## config.mk

```make
export PLATFORM = sky130hd
export DESIGN_NAME = ordered_list_append_delete_top
export DESIGN_NICKNAME = d
export VERILOG_FILES = /design/src/design/olad_pkg.sv /design/src/design/olad_ram.sv /design/src/design/ordered_list_append_delete_top.sv
export SDC_FILE = /design/constraint.sdc
export NUM_CORES = 1
export LEC_CHECK = 0
export BUFFER_PORTS_ARGS = -buffer_cell sky130_fd_sc_hd__buf_4
export CAP_MARGIN = 20
export CELL_PAD_IN_SITES_DETAIL_PLACEMENT = 0
export CELL_PAD_IN_SITES_GLOBAL_PLACEMENT = 1
export CORE_ASPECT_RATIO = 1.1
export CORE_MARGIN = 2
export CORE_UTILIZATION = 53
export CTS_CLUSTER_SIZE = 8
export DETAILED_ROUTE_END_ITERATION = 12
export PLACE_DENSITY = 0.76
export SLEW_MARGIN = 10
export SYNTH_ARGS = -nofsm -noshare
export SYNTH_HDL_FRONTEND = slang
export SYNTH_SLANG_ARGS = --single-unit
```

## constraint.sdc

```tcl
create_clock -name clk -period 8.25 [get_ports clk]
set_input_delay 1.65 -clock clk [delete_from_list [all_inputs] [get_ports clk]]
set_output_delay 1.65 -clock clk [all_outputs]
set_load 0.005 [all_outputs]
```

## src/design/olad_pkg.sv

```systemverilog
// Package for the ordered list block: sizes, operation and status codes,
// and the sequencer state type. No dependencies.
`default_nettype none

package olad_pkg;

	localparam int CAPACITY = 16;
	localparam int DATA_W   = 32;
	localparam int IDX_W    = (CAPACITY > 1) ? $clog2(CAPACITY) : 1;
	localparam int CNT_W    = $clog2(CAPACITY + 1);
	localparam int FUNC_W   = 2;
	localparam int STAT_W   = 3;

	typedef enum logic [FUNC_W-1:0] {
		FN_APPEND = 2'd0,
		FN_DELETE = 2'd1,
		FN_LIST   = 2'd2
	} func_t;

	typedef enum logic [STAT_W-1:0] {
		ST_APPENDED = 3'd0,
		ST_DELETED  = 3'd1,
		ST_NOTFOUND = 3'd2,
		ST_EMPTY    = 3'd3,
		ST_LISTED   = 3'd4,
		ST_FULL     = 3'd5
	} status_t;

	typedef enum logic [2:0] {
		S_IDLE,
		S_START,
		S_SCAN,
		S_SHIFT,
		S_LIST,
		S_RESP
	} state_t;

endpackage

`default_nettype wire

```

## src/design/olad_ram.sv

```systemverilog
// Generic simple dual-port RAM: one write port, one read port with
// registered read data. Self-contained, no package use.
`default_nettype none

module olad_ram #(
	parameter int WIDTH = 32,
	parameter int DEPTH = 16
) (
	input  wire logic                                    clk,
	input  wire logic                                    wr_en,
	input  wire logic [((DEPTH > 1) ? $clog2(DEPTH) : 1)-1:0] wr_addr,
	input  wire logic [WIDTH-1:0]                        wr_data,
	input  wire logic                                    rd_en,
	input  wire logic [((DEPTH > 1) ? $clog2(DEPTH) : 1)-1:0] rd_addr,
	output logic      [WIDTH-1:0]                        rd_data
);

	logic [WIDTH-1:0] mem_q [DEPTH];

	always_ff @(posedge clk) begin
		if (wr_en) begin
			mem_q[wr_addr] <= wr_data;
		end
	end

	// Read data holds until the next read.
	always_ff @(posedge clk) begin
		if (rd_en) begin
			rd_data <= mem_q[rd_addr];
		end
	end

endmodule

`default_nettype wire

```

## src/design/ordered_list_append_delete_top.sv

```systemverilog
// Ordered list with append, delete-first-match and list operations.
// Depends on olad_pkg and olad_ram.
//
//  Channel | Dir | Handshake        | Payload
//  --------+-----+------------------+--------------------------------------------
//  s_*     | in  | s_tvalid/s_tready| s_tuser: func; s_tdata: value
//  m_*     | out | m_tvalid/m_tready| m_tuser: status; m_tdata: entry_value;
//          |     |                  | m_tlast: last
//
// Per transaction: append, and any empty or full answer, pass from acceptance
// through the start state to the response state. A delete does one read per
// cycle while scanning, then one read and one write per cycle while closing the
// gap. A list of n entries streams n results, one per cycle while the output
// register is not stalled. The single read port of the entry RAM sets this pace;
// the block works on one transaction at a time. Reset clears the entry count and
// the output valid; entry contents are not cleared. A stall on m_tready holds the
// sequencer in its list and response states, and the RAM read data, until the
// output register frees.
`default_nettype none

module ordered_list_append_delete_top (
	input  wire logic                         clk,
	input  wire logic                         arst_n,
	input  wire logic                         s_tvalid,
	output logic                              s_tready,
	input  wire logic [olad_pkg::DATA_W-1:0]  s_tdata,  // [31:0] value
	input  wire logic [olad_pkg::FUNC_W-1:0]  s_tuser,  // [1:0] func
	output logic                              m_tvalid,
	input  wire logic                         m_tready,
	output logic      [olad_pkg::DATA_W-1:0]  m_tdata,  // [31:0] entry_value
	output logic      [olad_pkg::STAT_W-1:0]  m_tuser,  // [2:0] status
	output logic                              m_tlast   // last
);

	localparam int CNT_W = olad_pkg::CNT_W;
	localparam int IDX_W = olad_pkg::IDX_W;
	localparam int DATA_W = olad_pkg::DATA_W;

	// Sequencer and list state
	olad_pkg::state_t  state_q, state_d;
	olad_pkg::func_t   op_q;
	logic [DATA_W-1:0] val_q;
	logic [CNT_W-1:0]  count_q, count_d;
	logic [IDX_W-1:0]  idx_q, idx_d;
	olad_pkg::status_t rsp_status_q, rsp_status_d;
	logic [DATA_W-1:0] rsp_value_q, rsp_value_d;

	// Output register
	logic              m_tvalid_q;
	olad_pkg::status_t out_status_q, out_status_d;
	logic [DATA_W-1:0] out_value_q, out_value_d;
	logic              out_last_q, out_last_d;
	logic              out_load;
	logic              out_free;

	// RAM port
	logic              ram_we, ram_re;
	logic [IDX_W-1:0]  ram_waddr, ram_raddr;
	logic [DATA_W-1:0] ram_wdata, ram_rdata;

	// Walk helpers
	logic [CNT_W-1:0]  idx_p1;
	logic [CNT_W:0]    idx_p2;
	logic              at_last;
	logic              shift_done;
	logic              hit;
	logic              is_full;
	logic              is_empty;

	olad_ram #(
		.WIDTH (DATA_W),
		.DEPTH (olad_pkg::CAPACITY)
	) u_ram (
		.clk     (clk),
		.wr_en   (ram_we),
		.wr_addr (ram_waddr),
		.wr_data (ram_wdata),
		.rd_en   (ram_re),
		.rd_addr (ram_raddr),
		.rd_data (ram_rdata)
	);

	assign s_tready = (state_q == olad_pkg::S_IDLE);
	assign out_free = !m_tvalid_q || m_tready;

	assign idx_p1     = CNT_W'(idx_q) + CNT_W'(1);
	assign idx_p2     = (CNT_W+1)'(idx_q) + (CNT_W+1)'(2);
	assign at_last    = (idx_p1 == count_q);
	assign shift_done = (idx_p2 == {1'b0, count_q});
	assign hit        = (ram_rdata == val_q);
	assign is_full    = (count_q == CNT_W'(olad_pkg::CAPACITY));
	assign is_empty   = (count_q == '0);

	// Next state
	always_comb begin
		state_d = state_q;
		case (state_q)
			olad_pkg::S_IDLE: begin
				if (s_tvalid) begin
					state_d = olad_pkg::S_START;
				end
			end
			olad_pkg::S_START: begin
				case (op_q)
					olad_pkg::FN_APPEND: state_d = olad_pkg::S_RESP;
					olad_pkg::FN_DELETE: state_d = is_empty ? olad_pkg::S_RESP : olad_pkg::S_SCAN;
					olad_pkg::FN_LIST:   state_d = is_empty ? olad_pkg::S_RESP : olad_pkg::S_LIST;
					default:             state_d = olad_pkg::S_IDLE;
				endcase
			end
			olad_pkg::S_SCAN: begin
				if (hit) begin
					state_d = at_last ? olad_pkg::S_RESP : olad_pkg::S_SHIFT;
				end else if (at_last) begin
					state_d = olad_pkg::S_RESP;
				end
			end
			olad_pkg::S_SHIFT: begin
				if (shift_done) begin
					state_d = olad_pkg::S_RESP;
				end
			end
			olad_pkg::S_LIST: begin
				if (out_free && at_last) begin
					state_d = olad_pkg::S_IDLE;
				end
			end
			olad_pkg::S_RESP: begin
				if (out_free) begin
					state_d = olad_pkg::S_IDLE;
				end
			end
			default: state_d = olad_pkg::S_IDLE;
		endcase
	end

	// Datapath control. The only overlapping accesses are in the gap-closing
	// walk, which writes entry j while reading entry j+2, so no forwarding is
	// needed.
	always_comb begin
		ram_we       = 1'b0;
		ram_waddr    = idx_q;
		ram_wdata    = ram_rdata;
		ram_re       = 1'b0;
		ram_raddr    = '0;
		count_d      = count_q;
		idx_d        = idx_q;
		rsp_status_d = rsp_status_q;
		rsp_value_d  = rsp_value_q;
		out_load     = 1'b0;
		out_status_d = olad_pkg::ST_LISTED;
		out_value_d  = ram_rdata;
		out_last_d   = 1'b1;
		case (state_q)
			olad_pkg::S_START: begin
				rsp_value_d = val_q;
				case (op_q)
					olad_pkg::FN_APPEND: begin
						if (is_full) begin
							rsp_status_d = olad_pkg::ST_FULL;
						end else begin
							// write the new tail
							ram_we       = 1'b1;
							ram_waddr    = count_q[IDX_W-1:0];
							ram_wdata    = val_q;
							count_d      = count_q + CNT_W'(1);
							rsp_status_d = olad_pkg::ST_APPENDED;
						end
					end
					olad_pkg::FN_DELETE: begin
						rsp_status_d = olad_pkg::ST_EMPTY;
						ram_re       = !is_empty;
						idx_d        = '0;
					end
					olad_pkg::FN_LIST: begin
						rsp_status_d = olad_pkg::ST_EMPTY;
						rsp_value_d  = '0;
						ram_re       = !is_empty;
						idx_d        = '0;
					end
					default: begin
					end
				endcase
			end
			olad_pkg::S_SCAN: begin
				if (hit) begin
					rsp_status_d = olad_pkg::ST_DELETED;
					if (at_last) begin
						count_d = count_q - CNT_W'(1);
					end else begin
						// fetch the successor; idx stays at the hole
						ram_re    = 1'b1;
						ram_raddr = idx_p1[IDX_W-1:0];
					end
				end else if (at_last) begin
					rsp_status_d = olad_pkg::ST_NOTFOUND;
				end else begin
					ram_re    = 1'b1;
					ram_raddr = idx_p1[IDX_W-1:0];
					idx_d     = idx_p1[IDX_W-1:0];
				end
			end
			olad_pkg::S_SHIFT: begin
				// move entry j+1 down into j
				ram_we = 1'b1;
				if (shift_done) begin
					count_d = count_q - CNT_W'(1);
				end else begin
					ram_re    = 1'b1;
					ram_raddr = idx_p2[IDX_W-1:0];
					idx_d     = idx_p1[IDX_W-1:0];
				end
			end
			olad_pkg::S_LIST: begin
				if (out_free) begin
					out_load   = 1'b1;
					out_last_d = at_last;
					if (!at_last) begin
						ram_re    = 1'b1;
						ram_raddr = idx_p1[IDX_W-1:0];
						idx_d     = idx_p1[IDX_W-1:0];
					end
				end
			end
			olad_pkg::S_RESP: begin
				if (out_free) begin
					out_load     = 1'b1;
					out_status_d = rsp_status_q;
					out_value_d  = rsp_value_q;
				end
			end
			default: begin
			end
		endcase
	end

	// Control registers
	always_ff @(posedge clk or negedge arst_n) begin
		if (!arst_n) begin
			state_q    <= olad_pkg::S_IDLE;
			count_q    <= '0;
			m_tvalid_q <= 1'b0;
		end else begin
			state_q <= state_d;
			count_q <= count_d;
			if (out_load) begin
				m_tvalid_q <= 1'b1;
			end else if (m_tready) begin
				m_tvalid_q <= 1'b0;
			end
		end
	end

	// Payload registers
	always_ff @(posedge clk) begin
		if (s_tvalid && s_tready) begin
			op_q  <= olad_pkg::func_t'(s_tuser);
			val_q <= s_tdata;
		end
		idx_q        <= idx_d;
		rsp_status_q <= rsp_status_d;
		rsp_value_q  <= rsp_value_d;
		if (out_load) begin
			out_status_q <= out_status_d;
			out_value_q  <= out_value_d;
			out_last_q   <= out_last_d;
		end
	end

	assign m_tvalid = m_tvalid_q;
	assign m_tdata  = out_value_q;
	assign m_tuser  = out_status_q;
	assign m_tlast  = out_last_q;

	// Checks
	a_count_bound: assert property (@(posedge clk) disable iff (!arst_n)
		count_q <= CNT_W'(olad_pkg::CAPACITY))
		else $error("entry count beyond capacity");

	a_port_no_overlap: assert property (@(posedge clk) disable iff (!arst_n)
		(ram_we && ram_re) |-> (ram_waddr != ram_raddr))
		else $error("RAM read and write hit the same entry");

	a_append_grows: assert property (@(posedge clk) disable iff (!arst_n)
		(state_q == olad_pkg::S_START && op_q == olad_pkg::FN_APPEND && !is_full)
		|=> (count_q == $past(count_q) + CNT_W'(1)))
		else $error("append did not grow the list");

	a_list_ends: assert property (@(posedge clk) disable iff (!arst_n)
		(state_q == olad_pkg::S_LIST && out_load && out_last_d)
		|=> (state_q == olad_pkg::S_IDLE && m_tvalid_q))
		else $error("list walk did not end on its last entry");

	a_no_load_stalled: assert property (@(posedge clk) disable iff (!arst_n)
		out_load |-> out_free)
		else $error("output register overwritten while stalled");

endmodule

`default_nettype wire

```

**Word level (Yosys, flattened, before mapping)**

Memory sizes are Yosys's and may differ from the RTL's. A register that Yosys moved wholly into a read port is not among the register bits.
Cells that the tools add are included.

- Memories: 1
- Output and inout port bits: 38
- Register bits after elaboration: 118
- Logic and storage cells: 115
- Input port bits: 38
- Memory bits (writable): 512

- Add/sub/neg operators: 4
- Reductions and logical operators: 20
- Equal/unequal tests: 25
- Mux-type cells: 54

Memory list:

| memory | words | bits a word | read ports | clocked after Yosys merged registers in | write ports | line | text |
|---|---|---|---|---|---|---|---|
| u_ram.mem_q | 16 | 32 | 1 | 1 | 1 | olad_ram.sv:18 | `logic [WIDTH-1:0] mem_q [DEPTH];` |

Operator list:

| cell | number |
|---|---|
| $mux W32 | 5 |
| $mux W4 | 11 |
| $mux W3 | 11 |
| $eq A32 B32 Y1 | 1 |
| $mux W5 | 5 |
| $ne A2 B2 Y1 const B | 12 |
| $pmux W3 S6 | 1 |
| $pmux W4 S4 | 1 |
| $pmux W5 S3 | 1 |
| $mux W1 | 13 |
| $pmux W3 S2 | 2 |
| $pmux W4 S3 | 1 |
| $eq A5 B5 Y1 | 2 |
| $reduce_and A5 Y1 | 2 |
| $pmux W3 S3 | 1 |
| $eq A3 B2 Y1 const B | 2 |
| $eq A3 B3 Y1 const B | 2 |
| $ne A3 B3 Y1 const B | 2 |
| $reduce_and A6 Y1 | 1 |
| $add A4 B1 Y5 const B | 1 |
| $add A4 B2 Y5 const B | 1 |
| $add A5 B1 Y5 const B | 1 |
| $eq A5 B5 Y1 const B | 1 |
| $logic_not A5 Y1 | 1 |
| 17 further kinds | 22 |

**Longest topological paths before layout**

Gate-level depths: netlist of the first run.

- Word-level depth: 6
- Gate-level depth with buffers: 14
- Mapped depth without buffers: 9

**Cells and area by module**

A second synthesis of the first run with hierarchy kept.

- Cells, all modules: 1258
- Area total of the unflattened synthesis: 26047.5 µm²

Modules (own cells, without submodules):

| module | area each (µm²) | instances | cells an instance | sequential area each (µm²) |
|---|---|---|---|---|
| olad_ram | 20155.6 | 1 | 838 | 16335.7 |
| ordered_list_append_delete_top | 5891.9 | 1 | 420 | 3498.4 |

**Worst setup path before layout of the first run**

Ideal clock, no wire load.

- Path type: flip-flop to flip-flop
- From: reg state_q[0]
- To: mem u_ram.mem_q[3][0], enable pin
- Slack: 2.042 ns
- Path buffers: 1
- Data required time: 7.829 ns
- Data arrival time: 5.787 ns
- Clock period less this slack: 6.208 ns
- Cell stages (with the launch flop): 7
- Setup time: 0.421 ns
- Cell sequence: dfrtp_1 > clkbuf_1 > nor3b_1 > nand3_1 > o21ai_0 > o21ai_0 > nor2_1

- Cells in the longest elaborated chain, start to end: 4
- Elaborated cells on any way between the ends: 6
- Those cells by class: 2 x eq/ne; 4 x mux

RTL lines:

| element | line | text |
|---|---|---|
| start: declaration | ordered_list_append_delete_top.sv:40 | `olad_pkg::state_t state_q, state_d;` |
| start signal: assignment | ordered_list_append_delete_top.sv:240 | `state_q <= olad_pkg::S_IDLE;` |
| start signal: assignment | ordered_list_append_delete_top.sv:244 | `state_q <= state_d;` |
| $eq A3 B2 Y1 or $eq A3 B1 Y1 (tied branches) | ordered_list_append_delete_top.sv:154 | `case (state_q)` |
| $pmux W1 S2 | ordered_list_append_delete_top.sv:154 |  |
| $mux W1 | olad_ram.sv:21 | `if (wr_en) begin` |
| $mux W1 (implied by the code) | olad_ram.sv:22 | `mem_q[wr_addr] <= wr_data;` |
| end: declaration | olad_ram.sv:18 |  |

Parallel ways exist; a longest one is shown, timed or not.

**Worst setup path in the final report of the first run**

- From: in m_tready
- To: reg u_ram.rd_data[0] (read register of u_ram.mem_q) (data pin)

- Cells in the longest elaborated chain, start to end: 3
- Elaborated cells on any way between the ends: 5
- Those cells by class: 4 x mux; 1 x reduce/logical

RTL lines:

| element | line | text |
|---|---|---|
| start: declaration | ordered_list_append_delete_top.sv:29 | `input wire logic m_tready,` |
| $logic_or A1 B1 Y1 * | ordered_list_append_delete_top.sv:84 | `assign out_free = !m_tvalid_q \|\| m_tready;` |
| $mux W1 or $mux W4 (tied branches) | ordered_list_append_delete_top.sv:215 | `if (out_free) begin` |
| $pmux W1 S4 or $pmux W4 S3 (tied branches) | ordered_list_append_delete_top.sv:154 |  |
| end: declaration | olad_ram.sv:15 | `output logic [WIDTH-1:0] rd_data` |

Mark *: on every way between the ends. The rest lies on a longest branch, timed or not.
A chain may end at the register's enable or synchronous reset.

==> results.cfg, run 1 <==
[status]
status = finished clean

[cells_and_area]
nets = 1912
final_common_cell = edfxtp_1
area_growth_pct = 14.0
diodes = 0
final_cell_mix = edfxtp_1 (653), nand2_1 (241), nor2b_1 (160), a311oi_1 (128)
drive_above_1_share = 0.179
nFillCells = 3684

[routing]
dr.pass1.iters = 9
vias = 16500
drc = 0
via_per_inst = 6.48
drtIter0Drc = 1916
ant_nets = 0
routedWlPerCell_um = 27.9
routed_wl_um = 71000

[global_route]
use_met3 = 0.0475
first_global_vias = 16100
grt_util_met2 = 0.421
antenna_found_initial = 1
grtUsageMet1 = 0.373
grt-ovfl-total = 0
grt_pass1_wl_um = 104000
grt_max_degree = 190
track_usage = 0.266
top_usage_layer = met2

[setup_path]
worst_path_most_repeated_cell = buf_4
cp.arrival_ps = 5680
crit_path_end_kind = flop
crit_family = buffers and inverters
critPathMaxFanout = 67
path_cells = buf_4, nand2b_1, nor2b_4, buf_4, nor2_1, a211oi_2, nand2_4, buf_4, buf_4, a221oi_1, a311oi_1, or4_1
criticalPathCategory = in -> reg
path_buf_inv = 4
worstPathRequired_ps = 8600
start_kind = primary input
cpPeakStageDelay_ps = 700
critical-path-slowest-cell = a211oi_2

[cts]
clock_tree.buffer_depth = 3
htree_levels = 3
insertion_delay_ps = 630
cts_resized = 0
clock_sinks = 662
cts_buffers = 92
clk_pin_slew_ps = 50
holdBufCountCts = 0
postCtsSetupBuffers = 0
root_buffer = clkbuf_16
cts_tree = yes

[timing]
setup_viol = 0
finalHoldViolations = 0
tightest_slew_ps = 1070
fmax_mhz = 187
slew_viol_final = 0
setup_tns_ps = 0
finalCritPeriodShare = 0.647
slew-limit-headroom = 0.281
grt_setup_unrepaired = no
fin_skew_ps = 18.4
fin_ws_ps = 2920
min_period_ps = 5330

[min_path]
hold_class = reg -> reg

[pwr]
power.leakage_nw = 10.1
p_per_area_nw_per_um2 = 373
peakVddDrop_mv = 0.333

[floorplan]
start_util = 0.535
pin_count = 76
die_area_sq_um = 53400
coreArea_sq_um = 51100
die_h_um = 242
die_w_um = 220
rows = 87

[logic_synthesis]
yosysWarnings = 0
synth.largest_area_cell = edfxtp_1
netlist_area_sq_um = 27300
async_flop_share = 0.0136
ys_seq_elements = 662
synth_simple_gate_area_frac = 0.101
synth_cells = 1796
avgSynthCellArea_sq_um = 15.2
yosysUniqueCellTypes = 63
synth_edf_count = 653
synthMuxAreaShare = 0.0268
synth_top_area_share = 0.718
synth-main-ff-cell = edfxtp_1
seq_area_frac_synth = 0.726
synth_xor_area_frac = 0.0144
synth_top_family_by_area = compound AO/OA/AOI/OAI gates
yosys.area_share.adder = 0.00485
synthTopCellsByArea = edfxtp_1 (72%), a311oi_1 (4.1%), nor2b_1 (3.7%)
syn_nets = 1844
synth_compound_area_frac = 0.103

[placement]
dp_hpwl_um = 36800
place_ws_ps = 2320
gp_congestion = 0.830
port_buffers = 75

[job]
drv_cap = 0
[cells by family (layout without fill, tap and decap cells)]
family          count (synthesis)  count (layout)
simple gates                  548             548
xor+xnor                       45              45
mux                            65              65
buf+inv                       151             231
fa+ha+maj                      10              10
flops                         662             662
compound gates                315             315
[report_power, final]
part,internal [mW],leakage [nW],switching [mW]
sequential,4.75,6.04,0.367
clock,2.05,1.22,1.30
combinational,1.02,2.87,2.11
total,7.83,10.1,3.78
[cells in the mapped netlist, types with 10 or more instances]
library cell and number:
a221oi_2 20, nor2b_1 161, inv_1 10, clkbuf_1 94, nand2_1 242, a221oi_1 108
edfxtp_1 653, nand3_1 34, mux2_2 65, or4_1 32, a311oi_1 128, xnor2_1 38
buf_2 25, a21oi_1 14, nor2_1 34
[path summary, 6_finish.rpt]
kind                                               start                         end  slack [ps]  cells past startpoint
max                                             m_tready  u_ram.rd_data[0]$_DFFE_PP_        2920                     12
min                        rsp_status_q[2]$_SDFFCE_PP0P_    m_tuser[2]$_SDFFCE_PN1P_         500                      1
max reg2reg                       idx_q[1]$_SDFFCE_PP0P_  u_ram.rd_data[0]$_DFFE_PP_        3330                     11
min reg2reg                rsp_status_q[2]$_SDFFCE_PP0P_    m_tuser[2]$_SDFFCE_PN1P_         500                      1
max in group asynchronous                         arst_n      count_q[4]$_DFFE_PN0P_        7270                      1
min in group asynchronous                         arst_n      state_q[0]$_DFFE_PN0P_         840                      1
[layer usage]
| layer | part of all wire | vias up |
|---|---|---|
| met5 | 0 | - |
| met4 | 0.028 | 0 |
| met3 | 0.090 | 125 |
| met2 | 0.47 | 821 |
| met1 | 0.41 | 8357 |
| li1 | - | 7168 |
[per-stage QoR]
stage / hold WS (ps) / total power, mW / std cells / cell area, sq um / util
after floorplan: 482 / 7.13 / 1796 / 27300 / -
after detailed placement: 494 / 8.27 / 2437 / 28600 / 0.561
after global placement: 500 / 8.19 / 2435 / 28600 / 0.561
after global routing: 522 / 12.1 / 2543 / 31100 / 0.610
final: 503 / 11.6 / 2543 / 31100 / 0.610
after CTS: 506 / 11.6 / 2543 / 31100 / 0.610
[worst register-to-register path, delay by kind of cell (launching register included)]
| family | cells | cell delay (ps) |
|---|---|---|
| flops | 1 | 640 |
| fa+ha+maj | 1 | 360 |
| compound gates | 5 | 1420 |
| simple gates | 3 | 1260 |
| buf+inv | 2 | 980 |
[cell type report]
type	instances	area, sq um	share of cell area
inverter	12	47.5	0.00153
sequential	662	19800	0.637
timing repair buffer	113	881	0.0283
clock inverter	3	50.0	0.00161
multi-input combinational	983	7050	0.226
tap	667	835	0.0268
clock buffer	103	2450	0.0787
[flip-flops by register name, indices dropped and copies added (netlist names), 4 cells and up]
name           flops
count_q            5
idx_q              4
m_tdata           32
rsp_value_q       32
u_ram.mem_q      512
u_ram.rd_data     32
val_q             32
Power figures use the tool's default switching activity.
==> inputs of run 2 (changes only) <==
--- a/config.mk
+++ b/config.mk
@@ -11,10 +11,10 @@
 export CELL_PAD_IN_SITES_GLOBAL_PLACEMENT = 1
 export CORE_ASPECT_RATIO = 1.1
 export CORE_MARGIN = 2
-export CORE_UTILIZATION = 53
+export CORE_UTILIZATION = 48
 export CTS_CLUSTER_SIZE = 8
 export DETAILED_ROUTE_END_ITERATION = 12
-export PLACE_DENSITY = 0.76
+export PLACE_DENSITY = 0.73
 export SLEW_MARGIN = 10
 export SYNTH_ARGS = -nofsm -noshare
 export SYNTH_HDL_FRONTEND = slang
==> constraint.sdc (replaced) <==
create_clock -name clk -period 4.7 [get_ports clk]
set_input_delay 0.94 -clock clk [delete_from_list [all_inputs] [get_ports clk]]
set_output_delay 0.94 -clock clk [all_outputs]
set_load 0.005 [all_outputs]
==> run 2 against run 1 <==
Combinational power grew 83%. Utilization is 4.6 points lower. Critical path type is now reg -> reg. Sequential share of layout area decreased by 1.0 points. Flip-flop and latch count did not move. Cell area rose by 1.6%. Register-to-register slack lost 2700 ps. Non-clock buffer count increased by 23. Total power grew 77%. First-iteration DRC count shrank 13%. Critical path depth shrank 2. Largest power group unchanged. Die area is 10% higher. Clock power rose by 75%. Highest routed layer unchanged.
==> results.cfg, run 2 (synthesis results as in run 1) <==
[global_route]
grtUsageMet1 = 0.339
antenna_found_initial = 1
use_met3 = 0.0436
top_usage_layer = met2
first_global_vias = 16100
track_usage = 0.246
grt_util_met2 = 0.397
grt-ovfl-total = 0
grt_pass1_wl_um = 106000
grt_max_degree = 105

[cts]
cts_resized = 0
clk_pin_slew_ps = 50
postCtsSetupBuffers = 0
insertion_delay_ps = 640
holdBufCountCts = 0
htree_levels = 3
root_buffer = clkbuf_16
clock_sinks = 662
cts_tree = yes
clock_tree.buffer_depth = 3
cts_buffers = 92

[pwr]
power_mw = 20.6
p_per_area_nw_per_um2 = 650
peakVddDrop_mv = 0.397
power.leakage_nw = 10.3

[floorplan]
start_util = 0.487
die_w_um = 231
coreArea_sq_um = 56100
die_h_um = 254
die_area_sq_um = 58800
pin_count = 76
rows = 91

[job]
drv_cap = 0

[timing]
finalHoldViolations = 0
fin_ws_ps = 658
setup_tns_ps = 0
tightest_slew_ps = 1100
grt_setup_unrepaired = no
fin_skew_ps = 28.0
slew_viol_final = 0
min_period_ps = 4040
finalCritPeriodShare = 0.860
slew-limit-headroom = 0.264
setup_viol = 0
fmax_mhz = 247
hold_ws_ps = 127

[cells_and_area]
drive_above_1_share = 0.189
final_common_cell = edfxtp_1
largest_reg_flops = 512
nets = 1935
final_cell_mix = edfxtp_1 (653), nand2_1 (241), nor2b_1 (160), a311oi_1 (128), buf_4 (114)
diodes = 0
area_growth_pct = 15.9
top_register = u_ram.mem_q

[setup_path]
start_kind = flop
cp.arrival_ps = 4390
cp-endpoint = u_ram.rd_data[6]$_DFFE_PP_
reg2regPathDepth = 10
r2r_end = u_ram.rd_data[6]$_DFFE_PP_
criticalPathCategory = reg -> reg
critPathMaxFanout = 104
r2r-start = idx_q[1]$_SDFFCE_PP0P_
r2r_slack_ps = 660
crit_path_end_kind = flop
startpoint = idx_q[1]$_SDFFCE_PP0P_
worstPathRequired_ps = 5050

[routing]
dr.pass1.iters = 8
vias = 16500
via_per_inst = 6.25
drtIter0Drc = 1669
ant_nets = 0
drc = 0
routedWlPerCell_um = 27.3
routed_wl_um = 72400

[placement]
place_ws_ps = 733
gp_congestion = 0.873
port_buffers = 75
dp_hpwl_um = 39900

[min_path]
hold_class = in -> async

[status]
status = finished clean
## run 2: cell types whose count changed in the layout (fill, tap and decap cells not counted), sizes merged
cell	previous run	this run
buf	113	136
clkbuf	103	105
inv	12	15
## run 2: layout make-up
cell class,instances,area [sq um]
Clock buffer,105,2390
Clock inverter,6,101
Fill cell,4338,24500
Inverter,12,47.5
Multi-Input combinational cell,983,7050
Sequential cell,662,19800
Tap cell,744,931
Timing Repair Buffer,136,1300
## run 2: report_power, final
group          internal [mW]  switching (mW)
logic                   1.93            3.81
registers               8.34           0.632
clock network           3.54            2.33
total                   13.8            6.78
## run 2: critical path, cell delays in order, from the launching register on
cell       delay, ps
edfxtp_1         570
ha_1             350
xnor2_1          220
o221a_1          350
a2111oi_1        790
buf_4            250
nor2_4            50
buf_12           270
nand2_1          160
a311oi_1         140
or4_1            520
## run 2: per-stage QoR
stage / std cells / utilization / instance area (sq um)
detailed placement: 2537 / 0.520 / 29200
CTS: 2648 / 0.564 / 31700
finish: 2648 / 0.564 / 31700
global route: 2648 / 0.564 / 31700
global placement: 2537 / 0.520 / 29200
floorplan: 1796 / - / 27300
## run 2: how the worst min path moves through the flow
stage	start	to	slack, ps	cells after the start
detailed placement	rsp_status_q[2]$_SDFFCE_PP0P_	m_tuser[2]$_SDFFCE_PN1P_	520	1
floorplan	rsp_status_q[2]$_SDFFCE_PP0P_	m_tuser[2]$_SDFFCE_PN1P_	480	1
CTS	arst_n	count_q[3]$_DFFE_PN0P_	100	1
finish	arst_n	count_q[2]$_DFFE_PN0P_	130	1
global placement	rsp_status_q[2]$_SDFFCE_PP0P_	m_tuser[2]$_SDFFCE_PN1P_	520	1
global route	arst_n	count_q[3]$_DFFE_PN0P_	120	1
## run 2: routing by layer
metal,share of wire,up-vias
met5,0,-
met4,0.023,0
met3,0.085,117
met2,0.48,825
met1,0.41,8379
li1,-,7221
